**config.mk**
```make
export PLATFORM = sky130hd
export DESIGN_NAME = mseu_queue
export DESIGN_NICKNAME = d
export VERILOG_FILES = /design/src/rtl/core/mseu_pkg.sv /design/src/rtl/core/mseu_queue.sv
export SDC_FILE = /design/constraint.sdc
export NUM_CORES = 1
export LEC_CHECK = 0
export BUFFER_PORTS_ARGS = -buffer_cell sky130_fd_sc_hd__buf_4
export CORE_ASPECT_RATIO = 0.8
export CORE_MARGIN = 1
export CORE_UTILIZATION = 47
export DETAILED_ROUTE_END_ITERATION = 16
export PLACE_DENSITY = 0.74
export SYNTH_ARGS = -nofsm -noshare
export SYNTH_HDL_FRONTEND = slang
export SYNTH_SLANG_ARGS = --single-unit
```
**constraint.sdc**
```tcl
create_clock -name clk -period 3 [get_ports clk]
set_input_delay 0.3 -clock clk [delete_from_list [all_inputs] [get_ports clk]]
set_output_delay 0.3 -clock clk [all_outputs]
set_load 0.01 [all_outputs]
```
**src/rtl/core/mseu_pkg.sv**
```systemverilog
// Package for the MIPS subset execute unit: decoded request format,
// opcode and function codes, status codes and reset constants.
// No dependencies.
package mseu_pkg;

	// Primary opcodes
	localparam logic [5:0] OP_SPECIAL = 6'd0;
	localparam logic [5:0] OP_REGIMM  = 6'd1;
	localparam logic [5:0] OP_J       = 6'd2;
	localparam logic [5:0] OP_JAL     = 6'd3;
	localparam logic [5:0] OP_BEQ     = 6'd4;
	localparam logic [5:0] OP_BNE     = 6'd5;
	localparam logic [5:0] OP_BLEZ    = 6'd6;
	localparam logic [5:0] OP_BGTZ    = 6'd7;
	localparam logic [5:0] OP_ADDI    = 6'd8;
	localparam logic [5:0] OP_ADDIU   = 6'd9;
	localparam logic [5:0] OP_SLTI    = 6'd10;
	localparam logic [5:0] OP_SLTIU   = 6'd11;
	localparam logic [5:0] OP_ANDI    = 6'd12;
	localparam logic [5:0] OP_ORI     = 6'd13;
	localparam logic [5:0] OP_XORI    = 6'd14;
	localparam logic [5:0] OP_LUI     = 6'd15;
	localparam logic [5:0] OP_LB      = 6'd32;
	localparam logic [5:0] OP_LH      = 6'd33;
	localparam logic [5:0] OP_LW      = 6'd35;
	localparam logic [5:0] OP_LBU     = 6'd36;
	localparam logic [5:0] OP_LHU     = 6'd37;
	localparam logic [5:0] OP_SB      = 6'd40;
	localparam logic [5:0] OP_SH      = 6'd41;
	localparam logic [5:0] OP_SW      = 6'd43;

	// SPECIAL function codes
	localparam logic [5:0] FN_SLL  = 6'd0;
	localparam logic [5:0] FN_SRL  = 6'd2;
	localparam logic [5:0] FN_SRA  = 6'd3;
	localparam logic [5:0] FN_SLLV = 6'd4;
	localparam logic [5:0] FN_ADDU = 6'd33;

	// REGIMM rt codes
	localparam logic [4:0] RI_BLTZ   = 5'd0;
	localparam logic [4:0] RI_BGEZ   = 5'd1;
	localparam logic [4:0] RI_BLTZAL = 5'd16;
	localparam logic [4:0] RI_BGEZAL = 5'd17;

	localparam logic [4:0] LINK_REG = 5'd31;

	// Status codes
	localparam logic [1:0] ST_OK     = 2'd0;
	localparam logic [1:0] ST_BAD_OP = 2'd1;
	localparam logic [1:0] ST_BAD_FN = 2'd2;
	localparam logic [1:0] ST_BAD_RI = 2'd3;

	localparam logic [31:0] START_RESET = 32'h0040_0000;

	typedef enum logic [4:0] {
		K_SLL, K_SRL, K_SRA, K_SLLV, K_ADDU,
		K_BLTZ, K_BGEZ, K_BLTZAL, K_BGEZAL,
		K_J, K_JAL, K_BEQ, K_BNE, K_BLEZ, K_BGTZ,
		K_ADDI, K_SLTI, K_SLTIU, K_ANDI, K_ORI, K_XORI, K_LUI,
		K_LB, K_LH, K_LW, K_LBU, K_LHU, K_SB, K_SH, K_SW,
		K_BAD
	} kind_t;

	// Classified instruction as it travels from front to back
	typedef struct packed {
		kind_t       kind;
		logic [1:0]  status;
		logic [4:0]  rs;
		logic [4:0]  rt;
		logic [4:0]  dest;
		logic        wen;
		logic [4:0]  sa;
		logic [25:0] target;
	} dec_t;

endpackage

```
**src/rtl/core/mseu_queue.sv**
```systemverilog
// Two-entry queue between the classifying front end and the execute back end.
// Depends on mseu_pkg.
module mseu_queue (
	input  logic           clk,
	input  logic           arst_n,
	input  logic           push,
	input  mseu_pkg::dec_t push_data,
	input  logic           pop,
	output logic           head_valid,
	output mseu_pkg::dec_t head_data,
	output logic           full
);

	mseu_pkg::dec_t entry_q [2];
	logic           wr_ptr_q;
	logic           rd_ptr_q;
	logic [1:0]     count_q;

	assign head_valid = (count_q != 2'd0);
	assign full       = (count_q == 2'd2);
	assign head_data  = entry_q[rd_ptr_q];

	// Store pushed requests
	always_ff @(posedge clk) begin
		if (push) begin
			entry_q[wr_ptr_q] <= push_data;
		end
	end

	// Advance pointers and fill count
	always_ff @(posedge clk or negedge arst_n) begin
		if (!arst_n) begin
			wr_ptr_q <= 1'b0;
			rd_ptr_q <= 1'b0;
			count_q  <= 2'd0;
		end else begin
			if (push) begin
				wr_ptr_q <= !wr_ptr_q;
			end
			if (pop && head_valid) begin
				rd_ptr_q <= !rd_ptr_q;
			end
			case ({push, pop && head_valid})
				2'b10:   count_q <= count_q + 2'd1;
				2'b01:   count_q <= count_q - 2'd1;
				default: count_q <= count_q;
			endcase
		end
	end

endmodule

```
# After elaboration in Yosys (flattened, before gate mapping)
# Memories as Yosys holds them, arrays and structs flattened.
# Index checks and enable logic that the tools add are counted.
# word_totals
elab_cells,17
mem_bits_ro,0
latch_bits,0
input_bits,58
out_inout_bits,56
reg_bits,4
ramBits,108
mem_count,1
# mem_list
memory,depth,word_bits,read_ports,rd_ports_with_merged_regs,write_ports,line,source
entry_q,2,54,1,0,1,mseu_queue.sv:14,mseu_pkg::dec_t entry_q [2];
# op_classes
n_eq_ne,3
multipliers,0
div,0
n_mux,3
bitwise_logic,0
reduce_logical,5
add_sub_neg,2
magnitude_cmp,0
shift,0
# op_table
operator,count
equality test 2 bit (second input constant),2
case mux 2 bit (2 select lines),1
nonzero test 2 bit,2
adder 2 x 1 -> 2 bit (second input constant),1
equality test 2 x 1 -> 1 bit (second input constant),1
zero test 1 bit,2
two-way mux 1 bit,2
subtractor 2 x 1 -> 2 bit (second input constant),1
logical AND 1 bit,1

# Logic depth before layout (Yosys ltp)
# depth
ltp_word,4
mapped_depth,6
ltp_nobuf,6

# Worst setup path before layout
# OpenSTA, ideal clock, no wires.
# synth_timing
path_kind,reg-to-reg
from,register wr_ptr_q
to,"memory entry_q[0][0] in the netlist's numbering, enable pin"
t_arrival_ns,2.668
setup_slack_ns,-0.135
setup_ns,0.467
synth_period_minus_slack_ns,3.135
stages_incl_launch_ff,2
cell_sequence,dfrtp_1 > nor2_1
# synth_lines
element,line,source
"start, declared",mseu_queue.sv:15,logic wr_ptr_q;
"start signal, assigned",mseu_queue.sv:38,wr_ptr_q <= !wr_ptr_q;
"end, declared",mseu_queue.sv:14,
# Straight into the memory's write port.

==> results by group <==
Status
  • Outcome: finished, final reports clean

Global routing
  • Initial antenna violation count: 0
  • Vias in the first global route: 1975
  • Grt ovf: 0
  • Largest net degree at the start of global routing: 45
  • First-pass GRT wire length: 9.75 mm
  • Total track usage: 14.4%

Route
  • Via count: 2017
  • # DRC: 0
  • DRT antenna net count: 0
  • Initial DRC count: 52
  • Final WL: 6.66 mm
  • Wirelength per Cell: 15.8 um
  • Vias per cell: 4.77
  • DR pass1 iterations: 4

Timing
  • Final worst slack: 0.641 ns
  • Fmax: 0.424 GHz
  • Fin crit share: 78.6%
  • RSZ-0062 raised after global routing: false
  • Fin. Hold Viols: 0
  • Relative slew slack: 44.5%
  • Tightest Pin Transition: 0.832 ns
  • Final Setup Violations: 0
  • Final slew viol count: 0
  • Final TNS setup: 0 ns
  • Clk_skew: 0.00589 ns
  • Min cycle time layout: 2.36 ns

Critical path
  • Slowest CP cell: dfrtp_4
  • CP required: 2.70 ns
  • Data arrival, critical path: 2.06 ns
  • CP Launch Type: register
  • CP max stage delay: 0.98 ns
  • Worst r2r src: wr_ptr_q$_DFFE_PN0P_
  • Crit path cell chain: buf_12 -> mux2_2 -> buf_4
  • Setup crit start: rd_ptr_q$_DFFE_PN0P_
  • Crit-path max FO: 44
  • Flop-to-flop setup slack: 1.33 ns
  • Crit path capture type: output port
  • Crit path kind: reg -> out

Synth
  • Xor and xnor fraction of the mapped netlist area: 1.01%
  • Simple-gate share of the synthesized area: 0.864%
  • Compound-cell area share of the yosys netlist: 0%
  • Post-Syn Area: 4340 um2
  • Most used DFF post-synth: edfxtp_1
  • EDFF count, synth: 108
  • Synth Area in Adders: 0.288%
  • Post-synthesis mux area share: 18.2%
  • Synth Register Bits: 112
  • Sequential share of the synthesized area: 77.0%
  • Syn_nets: 244
  • Netlist cell types: 15
  • Synthesized instance count: 185
  • Largest family of logic cells by synthesized area: multiplexers
  • Fraction of registers with async set/reset: 3.57%
  • Synthesis Warnings: 0
  • Mean Syn Cell Area: 23.5 um2

Placed design
  • Placed cell area: 5290 um2
  • Buffers on Ports: 113
  • Detailed placer's ending HPWL: 4.46 mm
  • Place WS: 0.984 ns
  • GPL Wtd Cong: 0.692

Floorplanning
  • I/O Pins: 114
  • Die ar.: 9630 um2
  • Starting Density: 49.9%
  • Chip height: 88.0 um
  • Die width: 109 um
  • Core area: 8710 um2
  • Rows: 30

Cells and area
  • Final core occ: 64.3%
  • Fin area: 5600 um2
  • Synthesis-to-finish area growth: 28.9%
  • Nets: 366
  • # diodes: 0
  • Fraction of layout cells with a size suffix above 1: 60.8%

Clock network
  • # resized after CTS: 0
  • Clock sink count: 112
  • Clock Path Buffers: 2
  • Worst skew pair latency: 0.33 ns
  • Clock Root Buffer: clkbuf_16
  • Num CTS Buffers: 9
  • H-tree depth: 3
  • CTS tree: yes
  • Clk slew on worst S/H paths: 0.07 ns

Run
  • Maxcap violations: 0

Power
  • Peak VDD IR: 0.000586 V
  • Cell leakage power: 0.00225 uW
  • PwrDens: 919 nW/um2

Worst hold path
  • Min-delay src: push_data[27]
  • Min-Delay Path Class: in -> reg
## final timing paths
path,to,cells after the start
min in group asynchronous,count_q[0]$_DFFE_PN0P_,2
max reg2reg,entry_q[0][33]$_DFFE_PP_,2
min reg2reg,count_q[1]$_DFFE_PN0P_,1
max in group asynchronous,rd_ptr_q$_DFFE_PN0P_,2
min,entry_q[0][27]$_DFFE_PP_,1
max,head_data[51],3
## layout by cell type, fill, tap and decap left out, drive strengths merged
| cell | instances |
|---|---|
| nor2b | 1 |
| inv | 2 |
| nor2 | 2 |
| ha | 1 |
| and2 | 2 |
| dfrtp | 4 |
| edfxtp | 108 |
| dlygate4sd3 | 1 |
| xor2 | 3 |
| bufinv | 1 |
| xnor2 | 2 |
| clkinv | 3 |
| mux2 | 54 |
| buf | 116 |
| or2 | 1 |
| clkbuf | 10 |
## where the power goes
part	leakage (uW)	switching (uW)	total, uW	internal (uW)
Sequential	0.00106	247	2330	2080
Clock	0.000145	504	1160	653
Combinational	0.00104	631	1670	1030
## state kept, by name, summed over array words and instances, names as in the netlist
register  count
entry_q     108
rd_ptr_q      1
wr_ptr_q      1
count_q       2
## area by class of cell
type | count | area (um2)
Clock inverter | 5 | 67.6
Inverter | 1 | 3.75
Timing Repair Buffer | 117 | 918
Sequential cell | 112 | 3350
Tap cell | 112 | 140
Multi-Input combinational cell | 66 | 895
Clock buffer | 10 | 229
Fill cell | 619 | 3110
## worst max-delay path, delay by kind of cell, from the launching register on
kind	cells	cell delay, ns
DFF	1	0.98
buffers and inverters	2	0.38
muxes	1	0.34
## cell usage after synthesis, types with 2 or more instances
master    count  area share [%]
xor2_1        3            0.60
dfrtp_1       4             2.3
mux2_4       49              17
buf_12        5             2.3
mux2_2        5             1.3
nor2_1        2            0.17
xnor2_1       2            0.40
edfxtp_1    108              75
## cells by family (layout without fill, tap and decap cells)
family                     Yosys count  count (layout)
xor gates and xnor gates             5               5
adders and majority gates            1               1
buffers and inverters                7             133
DFF                                112             112
muxes                               54              54
and+or+nand+nor                      6               6
## through the flow
stage          std cells  total power [uW]  hold slack, ns
2_1_floorplan        185              3440         0.00441
3_3_place_gp         407              4030          0.0996
3_5_place_dp         407              4060           0.103
4_1_cts              423              5220           0.126
5_1_grt              423              5390           0.120
6_report             423              5150           0.142
## layer usage
| layer | GRT usage, % | part of all wire (%) | vias up |
|---|---|---|---|
| li1 | - | - | 960 |
| met1 | 17.3 | 43 | 967 |
| met2 | 22.9 | 48 | 83 |
| met3 | 6.62 | 8.1 | 7 |
| met4 | 5.45 | 1.1 | 0 |
| met5 | 0 | 0 | - |
## what timing repair did
item,CTS,global route
hold buffers,1,0
buffers inserted,0,0
hold endpoints to repair,4,0
Note: power is estimated with default switching activity, not from simulation.
