File: src/rtl/core/mseu_pkg.sv
// Package for the MIPS subset execute unit: decoded request format,
// opcode and function codes, status codes and reset constants.
// No dependencies.
package mseu_pkg;

	// Primary opcodes
	localparam logic [5:0] OP_SPECIAL = 6'd0;
	localparam logic [5:0] OP_REGIMM  = 6'd1;
	localparam logic [5:0] OP_J       = 6'd2;
	localparam logic [5:0] OP_JAL     = 6'd3;
	localparam logic [5:0] OP_BEQ     = 6'd4;
	localparam logic [5:0] OP_BNE     = 6'd5;
	localparam logic [5:0] OP_BLEZ    = 6'd6;
	localparam logic [5:0] OP_BGTZ    = 6'd7;
	localparam logic [5:0] OP_ADDI    = 6'd8;
	localparam logic [5:0] OP_ADDIU   = 6'd9;
	localparam logic [5:0] OP_SLTI    = 6'd10;
	localparam logic [5:0] OP_SLTIU   = 6'd11;
	localparam logic [5:0] OP_ANDI    = 6'd12;
	localparam logic [5:0] OP_ORI     = 6'd13;
	localparam logic [5:0] OP_XORI    = 6'd14;
	localparam logic [5:0] OP_LUI     = 6'd15;
	localparam logic [5:0] OP_LB      = 6'd32;
	localparam logic [5:0] OP_LH      = 6'd33;
	localparam logic [5:0] OP_LW      = 6'd35;
	localparam logic [5:0] OP_LBU     = 6'd36;
	localparam logic [5:0] OP_LHU     = 6'd37;
	localparam logic [5:0] OP_SB      = 6'd40;
	localparam logic [5:0] OP_SH      = 6'd41;
	localparam logic [5:0] OP_SW      = 6'd43;

	// SPECIAL function codes
	localparam logic [5:0] FN_SLL  = 6'd0;
	localparam logic [5:0] FN_SRL  = 6'd2;
	localparam logic [5:0] FN_SRA  = 6'd3;
	localparam logic [5:0] FN_SLLV = 6'd4;
	localparam logic [5:0] FN_ADDU = 6'd33;

	// REGIMM rt codes
	localparam logic [4:0] RI_BLTZ   = 5'd0;
	localparam logic [4:0] RI_BGEZ   = 5'd1;
	localparam logic [4:0] RI_BLTZAL = 5'd16;
	localparam logic [4:0] RI_BGEZAL = 5'd17;

	localparam logic [4:0] LINK_REG = 5'd31;

	// Status codes
	localparam logic [1:0] ST_OK     = 2'd0;
	localparam logic [1:0] ST_BAD_OP = 2'd1;
	localparam logic [1:0] ST_BAD_FN = 2'd2;
	localparam logic [1:0] ST_BAD_RI = 2'd3;

	localparam logic [31:0] START_RESET = 32'h0040_0000;

	typedef enum logic [4:0] {
		K_SLL, K_SRL, K_SRA, K_SLLV, K_ADDU,
		K_BLTZ, K_BGEZ, K_BLTZAL, K_BGEZAL,
		K_J, K_JAL, K_BEQ, K_BNE, K_BLEZ, K_BGTZ,
		K_ADDI, K_SLTI, K_SLTIU, K_ANDI, K_ORI, K_XORI, K_LUI,
		K_LB, K_LH, K_LW, K_LBU, K_LHU, K_SB, K_SH, K_SW,
		K_BAD
	} kind_t;

	// Classified instruction as it travels from front to back
	typedef struct packed {
		kind_t       kind;
		logic [1:0]  status;
		logic [4:0]  rs;
		logic [4:0]  rt;
		logic [4:0]  dest;
		logic        wen;
		logic [4:0]  sa;
		logic [25:0] target;
	} dec_t;

endpackage

File: src/rtl/core/mseu_ifs.sv
// Valid/ready channel interfaces of the MIPS subset execute unit.
// No dependencies.
interface mseu_in_if;
	logic        valid;
	logic        ready;
	logic [31:0] instruction;
	modport source (output valid, output instruction, input ready);
	modport sink (input valid, input instruction, output ready);
endinterface


File: src/rtl/core/mseu_front.sv
// Front end: accepts instruction requests and classifies them.
// Depends on mseu_pkg and mseu_in_if.
module mseu_front (
	mseu_in_if.sink          instr_ch,
	input  logic             blocked,
	input  logic             q_full,
	output logic             push,
	output mseu_pkg::dec_t   push_data
);

	logic [31:0]     ins;
	logic [5:0]      op;
	logic [5:0]      fn;
	logic [4:0]      rt;
	logic [4:0]      rd;
	mseu_pkg::kind_t kind;
	logic [1:0]      status;
	logic [4:0]      dest;
	logic            wr;

	assign instr_ch.ready = !q_full && !blocked;
	assign push = instr_ch.valid && instr_ch.ready;

	assign ins = instr_ch.instruction;
	assign op  = ins[31:26];
	assign fn  = ins[5:0];
	assign rt  = ins[20:16];
	assign rd  = ins[15:11];

	// Classify opcode, function and regimm codes
	always_comb begin
		kind   = mseu_pkg::K_BAD;
		status = mseu_pkg::ST_OK;
		dest   = 5'd0;
		wr     = 1'b0;
		case (op)
			mseu_pkg::OP_SPECIAL: begin
				dest = rd;
				wr   = 1'b1;
				case (fn)
					mseu_pkg::FN_SLL:  kind = mseu_pkg::K_SLL;
					mseu_pkg::FN_SRL:  kind = mseu_pkg::K_SRL;
					mseu_pkg::FN_SRA:  kind = mseu_pkg::K_SRA;
					mseu_pkg::FN_SLLV: kind = mseu_pkg::K_SLLV;
					mseu_pkg::FN_ADDU: kind = mseu_pkg::K_ADDU;
					default: begin
						status = mseu_pkg::ST_BAD_FN;
						wr     = 1'b0;
					end
				endcase
			end
			mseu_pkg::OP_REGIMM: begin
				case (rt)
					mseu_pkg::RI_BLTZ: kind = mseu_pkg::K_BLTZ;
					mseu_pkg::RI_BGEZ: kind = mseu_pkg::K_BGEZ;
					mseu_pkg::RI_BLTZAL: begin
						kind = mseu_pkg::K_BLTZAL;
						dest = mseu_pkg::LINK_REG;
						wr   = 1'b1;
					end
					mseu_pkg::RI_BGEZAL: begin
						kind = mseu_pkg::K_BGEZAL;
						dest = mseu_pkg::LINK_REG;
						wr   = 1'b1;
					end
					default: status = mseu_pkg::ST_BAD_RI;
				endcase
			end
			mseu_pkg::OP_J:    kind = mseu_pkg::K_J;
			mseu_pkg::OP_JAL: begin
				kind = mseu_pkg::K_JAL;
				dest = mseu_pkg::LINK_REG;
				wr   = 1'b1;
			end
			mseu_pkg::OP_BEQ:  kind = mseu_pkg::K_BEQ;
			mseu_pkg::OP_BNE:  kind = mseu_pkg::K_BNE;
			mseu_pkg::OP_BLEZ: kind = mseu_pkg::K_BLEZ;
			mseu_pkg::OP_BGTZ: kind = mseu_pkg::K_BGTZ;
			mseu_pkg::OP_ADDI, mseu_pkg::OP_ADDIU: begin
				kind = mseu_pkg::K_ADDI; dest = rt; wr = 1'b1;
			end
			mseu_pkg::OP_SLTI:  begin kind = mseu_pkg::K_SLTI;  dest = rt; wr = 1'b1; end
			mseu_pkg::OP_SLTIU: begin kind = mseu_pkg::K_SLTIU; dest = rt; wr = 1'b1; end
			mseu_pkg::OP_ANDI:  begin kind = mseu_pkg::K_ANDI;  dest = rt; wr = 1'b1; end
			mseu_pkg::OP_ORI:   begin kind = mseu_pkg::K_ORI;   dest = rt; wr = 1'b1; end
			mseu_pkg::OP_XORI:  begin kind = mseu_pkg::K_XORI;  dest = rt; wr = 1'b1; end
			mseu_pkg::OP_LUI:   begin kind = mseu_pkg::K_LUI;   dest = rt; wr = 1'b1; end
			mseu_pkg::OP_LB:    begin kind = mseu_pkg::K_LB;    dest = rt; wr = 1'b1; end
			mseu_pkg::OP_LH:    begin kind = mseu_pkg::K_LH;    dest = rt; wr = 1'b1; end
			mseu_pkg::OP_LW:    begin kind = mseu_pkg::K_LW;    dest = rt; wr = 1'b1; end
			mseu_pkg::OP_LBU:   begin kind = mseu_pkg::K_LBU;   dest = rt; wr = 1'b1; end
			mseu_pkg::OP_LHU:   begin kind = mseu_pkg::K_LHU;   dest = rt; wr = 1'b1; end
			mseu_pkg::OP_SB:    kind = mseu_pkg::K_SB;
			mseu_pkg::OP_SH:    kind = mseu_pkg::K_SH;
			mseu_pkg::OP_SW:    kind = mseu_pkg::K_SW;
			default: status = mseu_pkg::ST_BAD_OP;
		endcase
	end

	// Pack the request; writes to register zero are dropped here
	always_comb begin
		push_data        = '0;
		push_data.kind   = kind;
		push_data.status = status;
		push_data.rs     = ins[25:21];
		push_data.rt     = rt;
		push_data.dest   = (wr && (dest != 5'd0)) ? dest : 5'd0;
		push_data.wen    = wr && (dest != 5'd0);
		push_data.sa     = ins[10:6];
		push_data.target = ins[25:0];
	end

endmodule

File: src/flat_wrapper.sv
// flat-port wrapper written by rule: the top's interface ports become plain ports
module mseu_front_flat 
  (blocked, q_full, push, push_data, instr_ch_valid, instr_ch_instruction, instr_ch_ready);
  mseu_in_if instr_ch_i ();
  input  logic blocked;
  input  logic q_full;
  output logic push;
  output mseu_pkg::dec_t push_data;
  input wire logic [$bits(instr_ch_i.valid)-1:0] instr_ch_valid;
  input wire logic [$bits(instr_ch_i.instruction)-1:0] instr_ch_instruction;
  output wire logic [$bits(instr_ch_i.ready)-1:0] instr_ch_ready;
  assign instr_ch_i.valid = instr_ch_valid;
  assign instr_ch_i.instruction = instr_ch_instruction;
  assign instr_ch_ready = instr_ch_i.ready;
  mseu_front u_core (.instr_ch(instr_ch_i), .blocked(blocked), .q_full(q_full), .push(push), .push_data(push_data));
endmodule
File: config.mk
export PLATFORM = sky130hd
export DESIGN_NAME = mseu_front_flat
export DESIGN_NICKNAME = d
export VERILOG_FILES = /design/src/rtl/core/mseu_pkg.sv /design/src/rtl/core/mseu_ifs.sv /design/src/rtl/core/mseu_front.sv /design/src/flat_wrapper.sv
export SDC_FILE = /design/constraint.sdc
export NUM_CORES = 1
export LEC_CHECK = 0
export BUFFER_PORTS_ARGS = -buffer_cell sky130_fd_sc_hd__clkbuf_2
export CORE_ASPECT_RATIO = 0.9
export CORE_UTILIZATION = 43
export DETAILED_ROUTE_END_ITERATION = 16
export PLACE_DENSITY_LB_ADDON = 0.12
export SLEW_MARGIN = 20
export SYNTH_ARGS = -nofsm -noshare
export SYNTH_HDL_FRONTEND = slang
export SYNTH_SLANG_ARGS = --single-unit
export TNS_END_PERCENT = 5
File: constraint.sdc
create_clock -name vclk -period 2.9
set_input_delay 0.145 -clock vclk [all_inputs]
set_output_delay 0.145 -clock vclk [all_outputs]
set_load 0.03 [all_outputs]
* Word-level counts from Yosys, hierarchy flattened
Index checks and enable logic that the tools add are counted.
W data, S select, Z words.
** Cells by class
- Equal/unequal tests :: 30
- Mux-type cells :: 12
- Reductions and logical operators :: 16
** Operators by type and width (count)
- $pmux W5 S23 :: 1
- $eq A6 B6 Y1 const B :: 9
- $eq A6 B4 Y1 const B :: 8
- $pmux W5 S4 :: 2
- $eq A6 B3 Y1 const B :: 5
- $pmux W5 S5 :: 1
- $eq A6 B2 Y1 const B :: 4
- $reduce_or A22 Y1 :: 1
- $reduce_or A14 Y1 :: 1
- $reduce_or A13 Y1 :: 1
- $logic_not A6 Y1 :: 2
- $eq A5 B5 Y1 const B :: 2
- $mux W5 :: 2
- $eq A6 B1 Y1 const B :: 1
- $pmux W2 S3 :: 1
- $eq A5 B1 Y1 const B :: 1
- $logic_not A5 Y1 :: 1
- $reduce_bool A5 Y1 :: 1
- $reduce_or A5 Y1 :: 1
- $mux W2 :: 2
- $reduce_or A2 Y1 :: 2
- $reduce_or A4 Y1 :: 1
- $logic_and A1 B1 Y1 :: 3
- $pmux W1 S3 :: 1
- 2 further kinds :: 4
** Storage, ports and cells
- Register bits :: 0
- Bits of input ports :: 35
- Logic and storage cells :: 58

* Logic depth before layout (Yosys ltp)
Gate-level depths: netlist of the first run.
- Depth after elaboration :: 7
- Mapped depth :: 6
- Gate-level depth less buffers :: 4

* Worst setup path after synthesis of the first run
Ideal clock, no wire load.
- Path type :: input to output
- From :: in instr_ch_instruction[29]
- To :: out push_data[31] (netlist name)
- Data arrival time :: 1.649 ns
- Required time :: 2.755 ns
- Setup slack :: 1.106 ns
- Stages on the path :: 5
- Path through :: or4_4 -> nor3_4 -> buf_4 -> o21ai_1 -> a31oi_1
** RTL lines
- from (decl) :: line flat_wrapper.sv:10 : input wire logic [$bits(instr_ch_i.instruction)-1:0] instr_ch_instruction;
- to (decl) :: line flat_wrapper.sv:8 : output mseu_pkg::dec_t push_data;

==> results of run 1 <==
==> report_power, final <==
| group | internal [mW] | switching, mW | total, mW |
|---|---|---|---|
| logic | 0.0558 | 0.120 | 0.176 |
| registers | 0 | 0 | 0 |
| clock network | 0 | 0 | 0 |
| total | 0.0558 | 0.120 | 0.176 |
==> per-layer routing <==
metal  wire length, µm  vias up  share of wire
li1                  -      553              -
met1              1200      503           0.47
met2              1220       35           0.47
met3               136        6          0.053
met4                13        0         0.0051
met5                 0        -              0
==> placed cells by master (no fill, tap or decap), types with 2 or more instances in the layout <==
cell | synthesis | final
and3b_1 | 3 | 3
nand2b_1 | 3 | 3
xnor2_1 | 2 | 2
inv_1 | 4 | 4
a31oi_1 | 7 | 7
mux2i_1 | 2 | 2
nor2_1 | 7 | 7
clkbuf_2 | 0 | 61
nand3_1 | 6 | 6
and2_1 | 2 | 2
o21ai_0 | 6 | 6
xor2_1 | 2 | 2
nor3_1 | 3 | 3
a221oi_1 | 4 | 4
nand2_1 | 12 | 12
or3_1 | 2 | 2
o21ai_1 | 2 | 2
o211ai_1 | 7 | 7
nor3_4 | 2 | 2
nor2b_1 | 2 | 2
a21oi_1 | 3 | 3
==> layout make-up <==
type                            instances  area, µm²
Inverter                                4       15.0
Tap cell                               27       33.8
Fill cell                             256       1200
Multi-Input combinational cell         98        663
Timing Repair Buffer                   61        305
==> worst min-delay path by stage <==
stage / start / end / cells after the start
4_1_cts: instr_ch_instruction[25] / push_data[46] / 0
6_report: instr_ch_instruction[23] / push_data[44] / 0
3_5_place_dp: instr_ch_instruction[25] / push_data[46] / 0
3_3_place_gp: instr_ch_instruction[25] / push_data[46] / 0
5_1_grt: instr_ch_instruction[7] / push_data[27] / 0
2_1_floorplan: q_full / instr_ch_ready / 1
==> kinds of logic (layout without fill, tap and decap cells) <==
| kind of cell | Yosys count | after routing | synth area share |
|---|---|---|---|
| AO/OA/AOI/OAI | 41 | 41 | 0.291 |
| AND/OR/NAND/NOR | 50 | 50 | 0.292 |
| multiplexers | 3 | 3 | 0.0305 |
| XOR/XNOR | 4 | 4 | 0.0342 |
| buffers and inverters | 54 | 65 | 0.353 |
==> metrics by stage <==
step | hold WS (ps) | instance area [µm²] | power [mW]
detailed placement | 290 | 1020 | 0.176
finish | 290 | 1020 | 0.176
global placement | 290 | 1020 | 0.172
floorplan | 402 | 1020 | 0.187
CTS | 290 | 1020 | 0.176
global route | 290 | 1020 | 0.191
==> impl_metrics.py, run 1 <==
metrics = {
    "yosys": {
        "synth_top_area_frac": 0.308,
        "synth_common_cells": "42 x buf_4, 12 x nand2_1, 7 x a31oi_1, 7 x nor2_1, 7 x o211ai_1",
        "syn-num-nets": 187,
        "synth_area_leaders": "buf_4 31%, o211ai_1 5.1%, nand2_1 4.4%",
        "ys_types": 45,
        "synth_seq_area_share": 0,
        "syn-cell-area_um2": 1020,
        "yosysMostFrequentCell": "buf_4",
        "synthCells": 152,
        "synth_warnings": 0,
        "yosysTopAreaCell": "buf_4",
        "synth.avg_cell_area_um2": 6.74,
    },
    "place": {
        "place_congestion": 0.752,
        "dp_hpwl_um": 2040,
        "dp_cells": 190,
        "io_buffer_count": 61,
        "place_worst_setup_slack_ps": 736,
    },
    "die": {
        "row_count": 16,
        "io_pins": 91,
        "die_h_um": 48.3,
        "core_area_um2": 2220,
        "fp.dieW_um": 53.5,
        "initial_core_util": 0.461,
        "dieArea_um2": 2580,
    },
    "critical_path": {
        "endpoint": "push_data[31]",
        "critPathMaxFanout": 20,
        "endpoint_kind": "output port",
        "crit_slowest_cell": "or4_4",
        "worstPathArrival_ps": 2040,
        "worst-path-stages": 6,
        "cp_cell_sequence": "clkbuf_2, or4_4, nor3_4, a221oi_2, a31oi_1, clkbuf_2",
        "slowest_delay_ps": 640,
        "required_ps": 2760,
        "critPathTopFamily": "simple AND/OR/NAND/NOR gates",
        "worst_path_most_repeated_cell": "clkbuf_2",
        "crit_type": "in -> out",
        "worst-path-buf-inv": 2,
        "startpoint": "instr_ch_instruction[29]",
        "critPathLaunchType": "input port",
    },
    "layout": {
        "ff_latch_area_um2": 0,
        "seq_cell_count": 0,
        "n_clock_buffer": 0,
        "layout-drive-gt1-share": 0.405,
        "fin_nets": 200,
        "final_core_util": 0.458,
        "diodes": 0,
        "syn_to_final_growth_pct": -0.732,
        "final_cells": 190,
    },
    "grt": {
        "grtUsageMet1": 0.281,
        "grt_pass1_vias": 921,
        "grt_overflow": 0,
        "antenna_found_initial": 0,
        "grt_max_degree": 21,
        "use_met2": 0.340,
        "globalRoute.busiestLayer": "met2",
        "grt_pass1_wl_um": 4170,
        "grt_util_met3": 0.00629,
        "grt_use_total": 0.199,
    },
    "power": {
        "p_leak_nw": 0.472,
        "p_per_area_nw_per_um2": 173,
        "ir_worst_vdd_mv": 0.0796,
    },
    "route": {
        "drt_iter0_drc": 20,
        "drcViolationCount": 0,
        "via_count": 1097,
        "antenna_left": 0,
        "first_pass_iters": 4,
        "wl_um": 2570,
        "viasPerCell": 5.77,
        "detail_route.wl_per_cell_um": 13.5,
    },
    "timing": {
        "setup_viol": 0,
        "fmax_ghz": 0.457,
        "min_period_over_period": 0.755,
        "hold_violations": 0,
        "tightestPinTransition_ps": 665,
        "slew_headroom": 0.553,
        "tns_ps": 0,
        "rsz0062_at_grt": "no",
        "fin_ws_ps": 711,
        "fin_crit_ps": 2190,
        "maxSlewViolCount": 0,
    },
    "clock_network": {
        "ctsHoldBuffers": 0,
        "cts_resized": 0,
        "post_cts_buffers": 0,
    },
    "run_status": {
        "status": "finished clean",
    },
    "min_path": {
        "hp-class": "in -> out",
    },
    "flow_run": {
        "cap_viol_max_count": 0,
    },
}
Note: power is estimated with default switching activity, not from simulation.
==> run 2, diff against run 1 <==
Settings changed: CORE_UTILIZATION 43 to 36.
Clock period 2.9 ns to 2 ns, I/O delays scaled along.
==> run 2 against run 1 <==
Against the previous run: power increased by 48%; core utilization down 4.3 points; cell count up 8.4%; combinational power is 48% higher; count of clock-buffer cells in the layout unchanged; via count is 1.2% lower; sequential share of layout area unchanged; first-iteration DRC count is 110% higher; cell area increased by 5.0%; die area rose by 19%; critical path depth did not move.
==> impl_metrics.py, run 2 (synthesis gave the netlist of run 1 again) <==
metrics = {
    "run_status": {
        "status": "finished clean",
    },
    "die": {
        "dieArea_um2": 3060,
        "io_pins": 91,
        "die_h_um": 52.6,
        "initial_core_util": 0.398,
        "row_count": 17,
        "core_area_um2": 2570,
        "fp.dieW_um": 58.2,
    },
    "layout": {
        "final_common_cell": "clkbuf_2",
        "ff_latch_area_um2": 0,
        "layout-drive-gt1-share": 0.423,
        "n_clock_buffer": 0,
        "final_cell_mix": "61 x clkbuf_2, 12 x nand2_1, 7 x nor2_1, 7 x a31oi_1, 7 x o211ai_1",
        "fin_nets": 205,
        "diodes": 0,
        "syn_to_final_growth_pct": 4.27,
        "seq_cell_count": 0,
    },
    "grt": {
        "antenna_found_initial": 0,
        "grt_pass1_vias": 900,
        "grt_overflow": 0,
        "grt_max_degree": 17,
        "grt_use_total": 0.164,
        "grt_pass1_wl_um": 4090,
    },
    "timing": {
        "min_period_over_period": 0.893,
        "setup_viol": 0,
        "tns_ps": 0,
        "fin_crit_ps": 1790,
        "rsz0062_at_grt": "no",
        "hold_violations": 0,
        "tightestPinTransition_ps": 648,
        "fin_hold_ws_ps": 200,
        "maxSlewViolCount": 0,
        "slew_headroom": 0.563,
        "fmax_ghz": 0.560,
    },
    "critical_path": {
        "worstPathArrival_ps": 1690,
        "critPathLaunchType": "input port",
        "critPathMaxFanout": 7,
        "crit_type": "in -> out",
        "required_ps": 1900,
        "cp_cell_sequence": "clkbuf_2, or4_4, nor3_4, a221oi_2, a31oi_1, clkbuf_2",
        "worst_path_most_repeated_cell": "clkbuf_2",
        "slowest_delay_ps": 590,
        "endpoint_kind": "output port",
        "crit_slowest_cell": "or4_4",
    },
    "route": {
        "wl_um": 2530,
        "drt_iter0_drc": 42,
        "detail_route.wl_per_cell_um": 12.3,
        "antenna_left": 0,
        "via_count": 1084,
        "viasPerCell": 5.26,
        "first_pass_iters": 4,
        "drcViolationCount": 0,
    },
    "power": {
        "p_per_area_nw_per_um2": 244,
        "ir_worst_vdd_mv": 0.112,
        "p_total_uw": 261,
        "p_leak_nw": 0.497,
    },
    "clock_network": {
        "ctsHoldBuffers": 0,
        "post_cts_buffers": 0,
        "cts_resized": 0,
    },
    "place": {
        "dp_hpwl_um": 2050,
        "io_buffer_count": 61,
        "place_congestion": 0.741,
    },
    "min_path": {
        "hp-class": "in -> out",
    },
    "flow_run": {
        "cap_viol_max_count": 0,
    },
}
[run 2: changes by cell type in the layout (fill, tap and decap cells not counted), sizes merged]
cell,previous run,this run
buf,0,5
[run 2: layout make-up]
cell class	count	area (µm²)
fillers	299	1510
inverters	4	15.0
multi-input cells	98	663
well taps	38	47.5
repair buffers	66	343
[run 2: critical path: cells and delay by family]
kind / cells / cell delay (ps)
AO/OA/AOI/OAI: 2 / 350
buffers and inverters: 2 / 350
AND/OR/NAND/NOR: 2 / 870
[run 2: final timing paths]
check / slack (ps) / endpoint / startpoint / cells past startpoint
worst max-delay path: 210 / push_data[31] / instr_ch_instruction[29] / 6
worst min-delay path: 200 / push_data[42] / instr_ch_instruction[21] / 0
[run 2: through the flow]
stage / instances / instance area, µm² / setup slack [ps] / util
after floorplan: 152 / 1020 / 296 / -
after global placement: 206 / 1070 / 300 / 0.415
after detailed placement: 206 / 1070 / 219 / 0.415
after CTS: 206 / 1070 / 217 / 0.415
after global routing: 206 / 1070 / 119 / 0.415
final: 206 / 1070 / 214 / 0.415
[run 2: power breakdown]
| group | total [mW] | internal [mW] | switching (mW) |
|---|---|---|---|
| registers | 0 | 0 | 0 |
| clock network | 0 | 0 | 0 |
| logic | 0.261 | 0.0864 | 0.174 |
[run 2: layer usage]
metal  share of wire  routed length, µm  global-route usage  up-vias
li1                -                  -                   -      553
met4          0.0020                  5              0.0119        0
met3           0.043                110             0.00247        2
met2            0.47               1180               0.272       37
met1            0.49               1230               0.244      492
met5               0                  0                   0        -
==> run 3, diff against run 2 <==
Clock period 2 ns to 1.6 ns, I/O delays scaled along.
==> run 3 against run 2 <==
Against the previous run: the flow now finishes with violations (setup timing); routed wire length increased by 14%; first-iteration DRC count shrank 31%; flip-flop and latch count unchanged; critical path depth rose by 1; global-route usage grew 2.1 points; sequential share of layout area unchanged; non-clock buffer count up 11; hold slack worse by 40 ps; die area unchanged; worst setup slack worse by 280 ps; critical path type unchanged.
==> impl_metrics.py, run 3 (synthesis gave the netlist of run 1 again) <==
metrics = {
    "layout": {
        "final_common_cell": "clkbuf_2",
        "seq_cell_count": 0,
        "fin_nets": 216,
        "n_clock_buffer": 0,
        "syn_to_final_growth_pct": 24.2,
        "ff_latch_area_um2": 0,
        "final_cell_mix": "47 x clkbuf_2, 20 x buf_4, 10 x nand2_1, 7 x nor2_1, 7 x o211ai_1",
        "num-fill-cells": 262,
        "layout-drive-gt1-share": 0.486,
        "design_area_um2": 1270,
        "diodes": 0,
        "final_core_util": 0.494,
    },
    "power": {
        "p_per_area_nw_per_um2": 291,
        "p_leak_nw": 0.582,
        "ir_worst_vdd_mv": 0.127,
        "p_total_uw": 370,
    },
    "critical_path": {
        "critPathLaunchType": "input port",
        "worst-path-stages": 7,
        "worst-path-buf-inv": 3,
        "critPathMaxFanout": 6,
        "endpoint_kind": "output port",
        "required_ps": 1520,
        "crit_slowest_cell": "or4_4",
        "worstPathArrival_ps": 1590,
        "worst_path_most_repeated_cell": "buf_6",
        "slowest_delay_ps": 560,
        "crit_type": "in -> out",
        "endpoint": "push_data[33]",
        "cp_cell_sequence": "buf_6, or4_4, nor3_4, buf_4, nand2_1, a31oi_2, buf_6",
        "critPathTopFamily": "simple AND/OR/NAND/NOR gates",
        "startpoint": "instr_ch_instruction[29]",
    },
    "timing": {
        "hold_violations": 0,
        "slew_headroom": 0.558,
        "maxSlewViolCount": 0,
        "tightestPinTransition_ps": 655,
        "setup_viol": 4,
        "tns_ps": -137,
        "min_period_over_period": 1.04,
        "rsz0062_at_grt": "yes",
        "fmax_ghz": 0.600,
        "fin_ws_ps": -67.5,
        "fin_crit_ps": 1670,
    },
    "route": {
        "wl_um": 2900,
        "antenna_left": 0,
        "drcViolationCount": 0,
        "viasPerCell": 5.41,
        "via_count": 1173,
        "drt_iter0_drc": 29,
        "detail_route.wl_per_cell_um": 13.3,
        "first_pass_iters": 4,
    },
    "run_status": {
        "status": "finished, violations left",
        "violations": "setup timing",
    },
    "die": {
        "io_pins": 91,
        "initial_core_util": 0.398,
        "fp.dieW_um": 58.2,
        "row_count": 17,
        "dieArea_um2": 3060,
        "die_h_um": 52.6,
        "core_area_um2": 2570,
    },
    "grt": {
        "grt_max_degree": 20,
        "grt_use_total": 0.185,
        "grt_overflow": 0,
        "grt_pass1_wl_um": 4620,
        "grt_pass1_vias": 1067,
        "antenna_found_initial": 0,
    },
    "place": {
        "io_buffer_count": 61,
        "place_area_um2": 1150,
        "place_congestion": 0.746,
        "dp_hpwl_um": 2220,
    },
    "flow_run": {
        "cap_viol_max_count": 0,
    },
    "min_path": {
        "hp-class": "in -> out",
    },
    "clock_network": {
        "ctsHoldBuffers": 0,
    },
}
run 3: stage by stage:
step                instances  hold WS, ps  worst slack, ps
global placement          216          161            -12.1
detailed placement        216          161            -81.1
CTS                       217          161            -53.6
finish                    217          160            -67.5
global route              217          160             -146
floorplan                 152          272            -48.9
run 3: layout make-up:
cell class	count	area, µm²	share of cell area
inverter	4	15.0	0.0118
multi-input combinational	98	698	0.549
tap	38	47.5	0.0374
timing repair buffer	77	512	0.402
run 3: how the worst min path moves through the flow:
| stage | endpoint | cells past startpoint | start |
|---|---|---|---|
| 2_1_floorplan | instr_ch_ready | 1 | q_full |
| 3_3_place_gp | push_data[27] | 0 | instr_ch_instruction[7] |
| 3_5_place_dp | push_data[27] | 0 | instr_ch_instruction[7] |
| 4_1_cts | push_data[27] | 0 | instr_ch_instruction[7] |
| 5_1_grt | push_data[22] | 0 | instr_ch_instruction[22] |
| 6_report | push_data[45] | 0 | instr_ch_instruction[24] |
run 3: power breakdown:
part / switching (mW) / internal, mW
Sequential: 0 / 0
Combinational: 0.229 / 0.141
Clock: 0 / 0
Total: 0.229 / 0.141
run 3: per-layer routing:
layer / up-vias / routed length, µm / GRT usage
met3: 12 / 153 / 0.00494
li1: 582 / - / -
met5: - / 0 / 0
met1: 522 / 1260 / 0.236
met2: 57 / 1440 / 0.347
met4: 0 / 48 / 0.0357
run 3: timing repair:
item	in CTS	in global routing
endpoints found under the hold margin	0	0
pin swaps	3	2
gates resized for setup	19	19
endpoints found under the setup margin	8	13
setup buffers	1	0
